File: config.mk
export PLATFORM = sky130hd
export DESIGN_NAME = repeating_software_timer_table_top
export DESIGN_NICKNAME = d
export VERILOG_FILES = /design/src/hw/rtl/rstt_pkg.sv /design/src/hw/rtl/rstt_ram.sv /design/src/hw/rtl/rstt_ctrl.sv /design/src/hw/rtl/rstt_dp.sv /design/src/hw/rtl/repeating_software_timer_table_top.sv
export SDC_FILE = /design/constraint.sdc
export NUM_CORES = 2
export LEC_CHECK = 0
export BUFFER_PORTS_ARGS = -buffer_cell sky130_fd_sc_hd__buf_2
export CAP_MARGIN = 25
export CELL_PAD_IN_SITES_DETAIL_PLACEMENT = 0
export CELL_PAD_IN_SITES_GLOBAL_PLACEMENT = 1
export CORE_AREA = 4 4 561 452
export CTS_CLUSTER_DIAMETER = 30
export CTS_CLUSTER_SIZE = 8
export DETAILED_ROUTE_END_ITERATION = 7
export DIE_AREA = 0 0 565 456
export HOLD_SLACK_MARGIN = 0.08
export PLACE_DENSITY = 0.56
export SKIP_LAST_GASP = 1
export SLEW_MARGIN = 15
export SYNTH_ARGS = -nofsm -noshare
export SYNTH_HDL_FRONTEND = slang
export SYNTH_SLANG_ARGS = --single-unit
File: constraint.sdc
create_clock -name clk -period 9.6 [get_ports clk]
set_clock_uncertainty 0.15 [all_clocks]
set_input_delay 1.92 -clock clk [delete_from_list [all_inputs] [get_ports clk]]
set_output_delay 1.92 -clock clk [all_outputs]
set_load 0.05 [all_outputs]
File: src/hw/rtl/rstt_pkg.sv
package rstt_pkg;

    localparam logic [1:0] CMD_TICK = 2'd0;
    localparam logic [1:0] CMD_ADD  = 2'd1;
    localparam logic [1:0] CMD_DEL  = 2'd2;

    localparam logic [15:0] COUNT_FOREVER = 16'hFFFF;

    localparam int MAX_RESULTS = 16;
    localparam int CNT_W       = 5;

    typedef struct packed {
        logic [63:0] deadline;
        logic [31:0] period;
        logic [15:0] remaining;
    } slot_t;

    localparam int SLOT_W = $bits(slot_t);

    // controller -> datapath
    typedef struct packed {
        logic load;
        logic exec;
        logic scan;
        logic finish;
    } ctl_t;

    // datapath -> controller
    typedef struct packed {
        logic out_free;
        logic ev_ready;
    } stat_t;

endpackage

File: src/hw/rtl/rstt_ram.sv
module rstt_ram #(
    parameter int WIDTH = 8,
    parameter int DEPTH = 16,
    parameter int AW    = (DEPTH > 1) ? $clog2(DEPTH) : 1
) (
    input  logic             clk,
    input  logic             we,
    input  logic [AW-1:0]    waddr,
    input  logic [WIDTH-1:0] wdata,
    input  logic [AW-1:0]    raddr,
    output logic [WIDTH-1:0] rdata
);

    logic [WIDTH-1:0] mem [DEPTH];

    always_ff @(posedge clk)
    begin
        if (we)
        begin
            mem[waddr] <= wdata;
        end
        rdata <= mem[raddr];
    end

endmodule

File: src/hw/rtl/rstt_ctrl.sv
module rstt_ctrl import rstt_pkg::*; #(
    parameter int NUM_TIMERS = 16,
    parameter int IDX_W      = 4
) (
    input  logic             clk,
    input  logic             rst_n,
    input  logic             in_valid,
    output logic             in_stall,
    input  logic [1:0]       cmd,
    input  stat_t            st,
    output ctl_t             ctl,
    output logic [IDX_W-1:0] idx,
    output logic [IDX_W-1:0] rd_addr
);

    localparam logic [1:0] S_IDLE = 2'd0;
    localparam logic [1:0] S_CMD  = 2'd1;
    localparam logic [1:0] S_SCAN = 2'd2;
    localparam logic [1:0] S_END  = 2'd3;

    localparam logic [IDX_W-1:0] LAST_IDX = IDX_W'(NUM_TIMERS - 1);

    logic [1:0]       state_reg, state_next;
    logic [IDX_W-1:0] idx_reg, idx_next;
    logic             accept;

    assign in_stall = (state_reg != S_IDLE);
    assign accept   = in_valid && !in_stall;
    assign idx      = idx_reg;

    always_comb
    begin
        state_next = state_reg;
        idx_next   = idx_reg;
        rd_addr    = idx_reg;
        ctl        = '0;
        case (state_reg)
            S_IDLE:
            begin
                rd_addr  = '0;
                ctl.load = accept;
                if (accept)
                begin
                    idx_next   = '0;
                    state_next = (cmd == CMD_TICK) ? S_SCAN : S_CMD;
                end
            end
            S_CMD:
            begin
                ctl.exec = 1'b1;
                if (st.out_free)
                begin
                    state_next = S_IDLE;
                end
            end
            S_SCAN:
            begin
                ctl.scan = 1'b1;
                if (st.ev_ready)
                begin
                    if (idx_reg == LAST_IDX)
                    begin
                        state_next = S_END;
                    end
                    else
                    begin
                        idx_next = idx_reg + 1'b1;
                        rd_addr  = idx_reg + 1'b1;
                    end
                end
            end
            S_END:
            begin
                ctl.finish = 1'b1;
                if (st.out_free)
                begin
                    state_next = S_IDLE;
                end
            end
            default:
            begin
                state_next = S_IDLE;
            end
        endcase
    end

    always_ff @(posedge clk or negedge rst_n)
    begin
        if (!rst_n)
        begin
            state_reg <= S_IDLE;
            idx_reg   <= '0;
        end
        else
        begin
            state_reg <= state_next;
            idx_reg   <= idx_next;
        end
    end

endmodule

File: src/hw/rtl/rstt_dp.sv
module rstt_dp import rstt_pkg::*; #(
    parameter int NUM_TIMERS = 16,
    parameter int IDX_W      = 4
) (
    input  logic               clk,
    input  logic               rst_n,
    input  logic [1:0]         cmd,
    input  logic [3:0]         timer_id,
    input  logic [31:0]        period,
    input  logic signed [15:0] repeat_count,
    input  ctl_t               ctl,
    input  logic [IDX_W-1:0]   idx,
    input  logic [IDX_W-1:0]   rd_addr,
    output stat_t              st,
    input  logic               out_stall,
    output logic               out_valid,
    output logic               fired,
    output logic [3:0]         fired_id,
    output logic               error,
    output logic               last
);

    logic [1:0]            cmd_reg, cmd_next;
    logic [3:0]            id_reg, id_next;
    logic [31:0]           per_reg, per_next;
    logic [15:0]           rep_reg, rep_next;

    logic [63:0]           tick_reg, tick_next;
    logic [NUM_TIMERS-1:0] armed_reg, armed_next;
    logic                  pend_valid_reg, pend_valid_next;
    logic [3:0]            pend_id_reg, pend_id_next;
    logic [CNT_W-1:0]      cnt_reg, cnt_next;

    logic                  out_valid_reg, out_valid_next;
    logic                  fired_reg, fired_next;
    logic [3:0]            fired_id_reg, fired_id_next;
    logic                  error_reg, error_next;
    logic                  last_reg, last_next;

    logic                  ram_we;
    logic [IDX_W-1:0]      ram_waddr;
    slot_t                 ram_wdata;
    slot_t                 rd;

    logic                  out_free, hit, report, need_out, ev_ready, push;
    logic                  id_ok;
    logic [15:0]           rem_dec;
    logic [IDX_W-1:0]      cid;

    rstt_ram #(
        .WIDTH (SLOT_W),
        .DEPTH (NUM_TIMERS),
        .AW    (IDX_W)
    ) u_slots (
        .clk   (clk),
        .we    (ram_we),
        .waddr (ram_waddr),
        .wdata (ram_wdata),
        .raddr (rd_addr),
        .rdata (rd)
    );

    assign out_free = !out_valid_reg || !out_stall;
    assign hit      = armed_reg[idx] && (rd.deadline == tick_reg);
    assign rem_dec  = (rd.remaining == COUNT_FOREVER) ? rd.remaining : rd.remaining - 16'd1;
    assign report   = hit && (cnt_reg < CNT_W'(MAX_RESULTS));
    assign need_out = report && pend_valid_reg;
    assign ev_ready = !need_out || out_free;
    assign id_ok    = {5'd0, id_reg} < 9'(NUM_TIMERS);
    assign cid      = IDX_W'(id_reg);

    assign st.out_free = out_free;
    assign st.ev_ready = ev_ready;

    always_comb
    begin
        cmd_next        = cmd_reg;
        id_next         = id_reg;
        per_next        = per_reg;
        rep_next        = rep_reg;
        tick_next       = tick_reg;
        armed_next      = armed_reg;
        pend_valid_next = pend_valid_reg;
        pend_id_next    = pend_id_reg;
        cnt_next        = cnt_reg;
        ram_we          = 1'b0;
        ram_waddr       = idx;
        ram_wdata       = '0;
        push            = 1'b0;
        fired_next      = fired_reg;
        fired_id_next   = fired_id_reg;
        error_next      = error_reg;
        last_next       = last_reg;

        if (ctl.load)
        begin
            cmd_next = cmd;
            id_next  = timer_id;
            per_next = period;
            rep_next = repeat_count;
        end

        if (ctl.scan && ev_ready)
        begin
            if (hit)
            begin
                ram_we             = 1'b1;
                ram_waddr          = idx;
                ram_wdata.deadline = tick_reg + {32'd0, rd.period};
                ram_wdata.period   = rd.period;
                ram_wdata.remaining = rem_dec;
                armed_next[idx]    = (rem_dec != 16'd0);
            end
            if (report)
            begin
                if (pend_valid_reg)
                begin
                    push          = 1'b1;
                    fired_next    = 1'b1;
                    fired_id_next = pend_id_reg;
                    error_next    = 1'b0;
                    last_next     = 1'b0;
                end
                pend_valid_next = 1'b1;
                pend_id_next    = 4'(idx);
                cnt_next        = cnt_reg + 1'b1;
            end
        end

        if (ctl.finish && out_free)
        begin
            push            = 1'b1;
            fired_next      = pend_valid_reg;
            fired_id_next   = pend_valid_reg ? pend_id_reg : 4'd0;
            error_next      = 1'b0;
            last_next       = 1'b1;
            pend_valid_next = 1'b0;
            cnt_next        = '0;
            tick_next       = tick_reg + 64'd1;
        end

        if (ctl.exec && out_free)
        begin
            push          = 1'b1;
            fired_next    = 1'b0;
            fired_id_next = 4'd0;
            error_next    = 1'b0;
            last_next     = 1'b1;
            case (cmd_reg)
                CMD_ADD:
                begin
                    if (per_reg == 32'd0 && rep_reg == COUNT_FOREVER)
                    begin
                        error_next = 1'b1;
                    end
                    else if (id_ok && rep_reg != 16'd0)
                    begin
                        if (per_reg == 32'd0)
                        begin
                            armed_next[cid] = 1'b0;
                            fired_next      = 1'b1;
                            fired_id_next   = id_reg;
                        end
                        else
                        begin
                            ram_we              = 1'b1;
                            ram_waddr           = cid;
                            ram_wdata.deadline  = tick_reg + {32'd0, per_reg};
                            ram_wdata.period    = per_reg;
                            ram_wdata.remaining = rep_reg;
                            armed_next[cid]     = 1'b1;
                        end
                    end
                end
                CMD_DEL:
                begin
                    if (id_ok)
                    begin
                        armed_next[cid] = 1'b0;
                    end
                end
                default:
                begin
                end
            endcase
        end

        if (push)
        begin
            out_valid_next = 1'b1;
        end
        else if (out_valid_reg && !out_stall)
        begin
            out_valid_next = 1'b0;
        end
        else
        begin
            out_valid_next = out_valid_reg;
        end
    end

    always_ff @(posedge clk or negedge rst_n)
    begin
        if (!rst_n)
        begin
            tick_reg       <= '0;
            armed_reg      <= '0;
            pend_valid_reg <= 1'b0;
            cnt_reg        <= '0;
            out_valid_reg  <= 1'b0;
        end
        else
        begin
            tick_reg       <= tick_next;
            armed_reg      <= armed_next;
            pend_valid_reg <= pend_valid_next;
            cnt_reg        <= cnt_next;
            out_valid_reg  <= out_valid_next;
        end
    end

    always_ff @(posedge clk)
    begin
        cmd_reg      <= cmd_next;
        id_reg       <= id_next;
        per_reg      <= per_next;
        rep_reg      <= rep_next;
        pend_id_reg  <= pend_id_next;
        fired_reg    <= fired_next;
        fired_id_reg <= fired_id_next;
        error_reg    <= error_next;
        last_reg     <= last_next;
    end

    assign out_valid = out_valid_reg;
    assign fired     = fired_reg;
    assign fired_id  = fired_id_reg;
    assign error     = error_reg;
    assign last      = last_reg;

    a_cnt_bound: assert property (@(posedge clk) disable iff (!rst_n)
        cnt_reg <= CNT_W'(MAX_RESULTS))
        else $error("firing count above limit");

    a_pend_cnt: assert property (@(posedge clk) disable iff (!rst_n)
        pend_valid_reg |-> cnt_reg != '0)
        else $error("pending firing with zero count");

    a_finish_clears: assert property (@(posedge clk) disable iff (!rst_n)
        ctl.finish && out_free |=> !pend_valid_reg && cnt_reg == '0)
        else $error("tick end left firing state behind");

    a_tick_step: assert property (@(posedge clk) disable iff (!rst_n)
        tick_reg != $past(tick_reg) |-> tick_reg == $past(tick_reg) + 64'd1)
        else $error("tick count moved by other than one");

endmodule

File: src/hw/rtl/repeating_software_timer_table_top.sv
// Command-driven table of NUM_TIMERS repeating timers with 64-bit deadlines kept in one
// slot RAM. An add or delete transaction passes through the command state and yields one
// result. A tick transaction walks the slot RAM one slot per cycle unless the output side
// stalls, comparing each armed deadline with the tick count and writing the re-armed slot
// back, then closes the tick in the end state and advances the tick count.
// Firings come out in ascending slot order, at most 16 per tick, with last marking the
// final result of each command.
module repeating_software_timer_table_top import rstt_pkg::*; #(
    parameter int NUM_TIMERS = 16
) (
    input  logic               clk,
    input  logic               rst_n,
    input  logic               in_valid,
    output logic               in_stall,
    input  logic [1:0]         cmd,
    input  logic [3:0]         timer_id,
    input  logic [31:0]        period,
    input  logic signed [15:0] repeat_count,
    output logic               out_valid,
    input  logic               out_stall,
    output logic               fired,
    output logic [3:0]         fired_id,
    output logic               error,
    output logic               last
);

    localparam int IDX_W = (NUM_TIMERS > 1) ? $clog2(NUM_TIMERS) : 1;

    ctl_t             ctl;
    stat_t            st;
    logic [IDX_W-1:0] idx;
    logic [IDX_W-1:0] rd_addr;

    rstt_ctrl #(
        .NUM_TIMERS (NUM_TIMERS),
        .IDX_W      (IDX_W)
    ) u_ctrl (
        .clk      (clk),
        .rst_n    (rst_n),
        .in_valid (in_valid),
        .in_stall (in_stall),
        .cmd      (cmd),
        .st       (st),
        .ctl      (ctl),
        .idx      (idx),
        .rd_addr  (rd_addr)
    );

    rstt_dp #(
        .NUM_TIMERS (NUM_TIMERS),
        .IDX_W      (IDX_W)
    ) u_dp (
        .clk          (clk),
        .rst_n        (rst_n),
        .cmd          (cmd),
        .timer_id     (timer_id),
        .period       (period),
        .repeat_count (repeat_count),
        .ctl          (ctl),
        .idx          (idx),
        .rd_addr      (rd_addr),
        .st           (st),
        .out_stall    (out_stall),
        .out_valid    (out_valid),
        .fired        (fired),
        .fired_id     (fired_id),
        .error        (error),
        .last         (last)
    );

endmodule
==> impl_metrics.yaml <==
grt:
  grt_pass1_vias: 50100
  antenna_found_initial: 2
  grt_usage_pct: 18.7
  grt_util_met1_pct: 27.0
  grt_start_max_net_pins: 140
  grt_most_used_layer: "met2"
  grt_use_met2_pct: 29.7
  grt_pass1_wl_um: 356000
  overflow: 0
  m3_gr_usage_pct: 2.73
floorplan:
  die-width_um: 565
  design.core.area_um2: 248000
  initial_utilization_pct: 34.8
  placementRows: 164
  die_height_um: 456
  fp.dieArea_um2: 258000
  num_io_pins: 67
sta:
  finalCritPeriodShare_pct: 58.9
  final_period_minus_worst_setup_slack_ns: 5.65
  worst_slew_margin_pct: 27.7
  grt_setup_unrepaired: "no"
  setup_viol_count_final: 0
  achievable-frequency_mhz: 177
  finalSetupTns_ns: 0
  tightestPinTransition_ns: 1.08
  timing_hold_violations_final: 0
  finalMaxSlewViolations: 0
layout:
  final_core_utilization_pct: 42.3
  largest_register_ff_count: 1792
  final_common_cell: "edfxtp_1"
  nets: 6102
  layout_common_cells: "edfxtp_1, mux2i_1, clkbuf_16, nand2_1, a21oi_1"
  layout.cells.non_filler: 9648
  signed_area_change_from_the_synthesized_netlist_to_the_final_layout_pct: 21.4
  drive_above_1_share_pct: 19.5
  antennaDiodeCount: 0
  post-route-cell-area_um2: 105000
  layout_filler_cell_count: 22400
synth:
  syn-cell-area_um2: 86500
  netlist_instances: 5654
  ys.warnings.count: 0
  postSynth.asyncResetShare_pct: 4.51
  synth.area.top_cells: "edfxtp_1, mux2i_1, mux2_2"
  synth.avg_cell_area_um2: 15.3
  synth.yosys.seq_area_share_pct: 69.8
  yosys.area.top_type_share_pct: 64.4
  synth.largest_area_cell: "edfxtp_1"
  synth.net_count: 5789
  netlist-cell-type-count: 79
  ys_ff_latch: 2062
  number_of_flops_mapped_to_enable_cells_by_yosys: 1856
  dominantRegCellSynth: "edfxtp_1"
cts:
  cts_htree_levels: 5
  postCtsHoldBufs: 0
  cts.root.buffer_cell: "clkbuf_16"
  cts_setup_buffers: 0
  cts_tree: "done"
  tritoncts.num_buffers: 422
  worst_skew_pair.late_latency_ns: 0.89
  cts.clk_slew.worst_paths_ns: 0.05
  clkSinkCount: 2062
  clock_tree.buffer_depth: 4
  cts.repair.resized: 0
routing:
  detail_route.wl_per_cell_um: 25.7
  drcViolationCount: 0
  detail-route-antenna-nets: 0
  total_wirelength_of_the_detailed_routed_design_um: 248000
  viasPerCell: 5.20
  drt_iter0_markers: 3929
  drt-pass1-iter-count: 5
  vias: 50200
setup_path:
  worst_r2r_startpoint: "u_dp.tick_reg[1]"
  critical_path_required_ns: 9.92
  worst-setup-path-type: "register to register"
  critical_path_peak_fanout: 32
  crit_path_start_kind: "register"
  crit_start: "u_dp.tick_reg[1]"
  arrival_ns: 5.97
  endpoint_type_of_the_worst_setup_path: "register"
placed_design:
  numPortBuffers: 66
  placed_cell_area_um2: 90800
  place.detailed.hpwl_um: 130000
  place.gp.congestion: 0.820
  placed_cells: 8856
worst_hold_path:
  worstHoldStart: "u_dp.last"
  hold_removal_path_class: "register to register"
power:
  peakVddDrop_mv: 0.215
  design_power_total_mw: 28.6
  total_leakage_power_nw: 42.4
  power.density_cell_area_nw_per_um2: 273
run:
  maxCapViolCount: 0
status:
  run_status: "finished clean"
[report_power, final]
group | switching (mW) | leakage (nW) | total (mW) | internal, mW
combinational | 2.63 | 14.8 | 3.77 | 1.14
sequential | 0.464 | 20.7 | 10.7 | 10.2
clock | 4.64 | 6.86 | 14.2 | 9.52
[critical path, cell delays in order (launching register included)]
cell     delay [ns]
dfrtp_1        0.48
xnor2_1        0.83
nand4_1        0.21
nor4_2         0.45
buf_4          0.26
nand3_2        0.21
nor3_2         0.22
buf_4          0.44
a31oi_1        0.42
nor2_4         0.77
buf_4          0.72
[cell type report]
class / count / area, um2 / area share, %
clock inverter: 238 / 2510 / 2.39
clock buffer: 547 / 11600 / 11.0
multi-input combinational: 3223 / 24400 / 23.2
tap: 3320 / 4150 / 3.96
inverter: 37 / 139 / 0.132
sequential: 2062 / 60300 / 57.4
timing repair buffer: 221 / 1940 / 1.84
[cells in the mapped netlist, drive strengths merged, types with 10 or more instances]
library cell  count
buf             215
xnor2           154
dfrtp            93
nand3           173
a31oi            36
inv              37
or3              15
mux2i           814
nor2            100
a32oi           115
mux2            223
o22ai            46
ha               75
clkbuf          117
nand4            48
a22o             42
edfxtp         1856
o21a             10
nor3             28
a21o             57
nor4             25
nand2           391
o21ai           309
xor2             45
nor2b            17
and3             31
a21oi           339
dfxtp           113
nand2b           14
[final timing paths]
kind	end	slack, ns	cells past startpoint
worst max-delay path	u_dp.u_slots.mem[0][94]	3.95	10
worst min-delay path	u_dp.last	0.32	2
worst max register to register	u_dp.u_slots.mem[0][94]	3.95	10
worst min register to register	u_dp.last	0.32	2
max in group asynchronous	u_dp.tick_reg[60]	6.93	3
min in group asynchronous	u_ctrl.idx[1]	0.78	1
[cell families (layout without fill, tap and decap cells)]
| group | after synthesis | count (layout) | synth area share [%] |
|---|---|---|---|
| muxes | 1041 | 1041 | 12.4 |
| buffers and inverters | 369 | 1043 | 2.40 |
| DFF | 2062 | 2062 | 69.8 |
| AOI/OAI and AO/OA | 1029 | 1029 | 7.54 |
| adders and majority gates | 77 | 77 | 1.13 |
| and+or+nand+nor | 877 | 877 | 4.73 |
| xor gates and xnor gates | 199 | 199 | 2.02 |
[stage by stage]
step                hold slack, ns  setup slack [ns]
finish                       0.320              3.95
detailed placement           0.322              3.81
global route                 0.368              3.70
CTS                          0.331              3.76
global placement             0.329              3.73
floorplan                    0.310             0.195
[routing by layer]
metal  up-vias  wire [um]
met5         -          0
met4         0       4980
met2      1272     116000
met3       398      11200
li1      22700          -
met1     25800     116000
(Power assumes the default switching activity.)
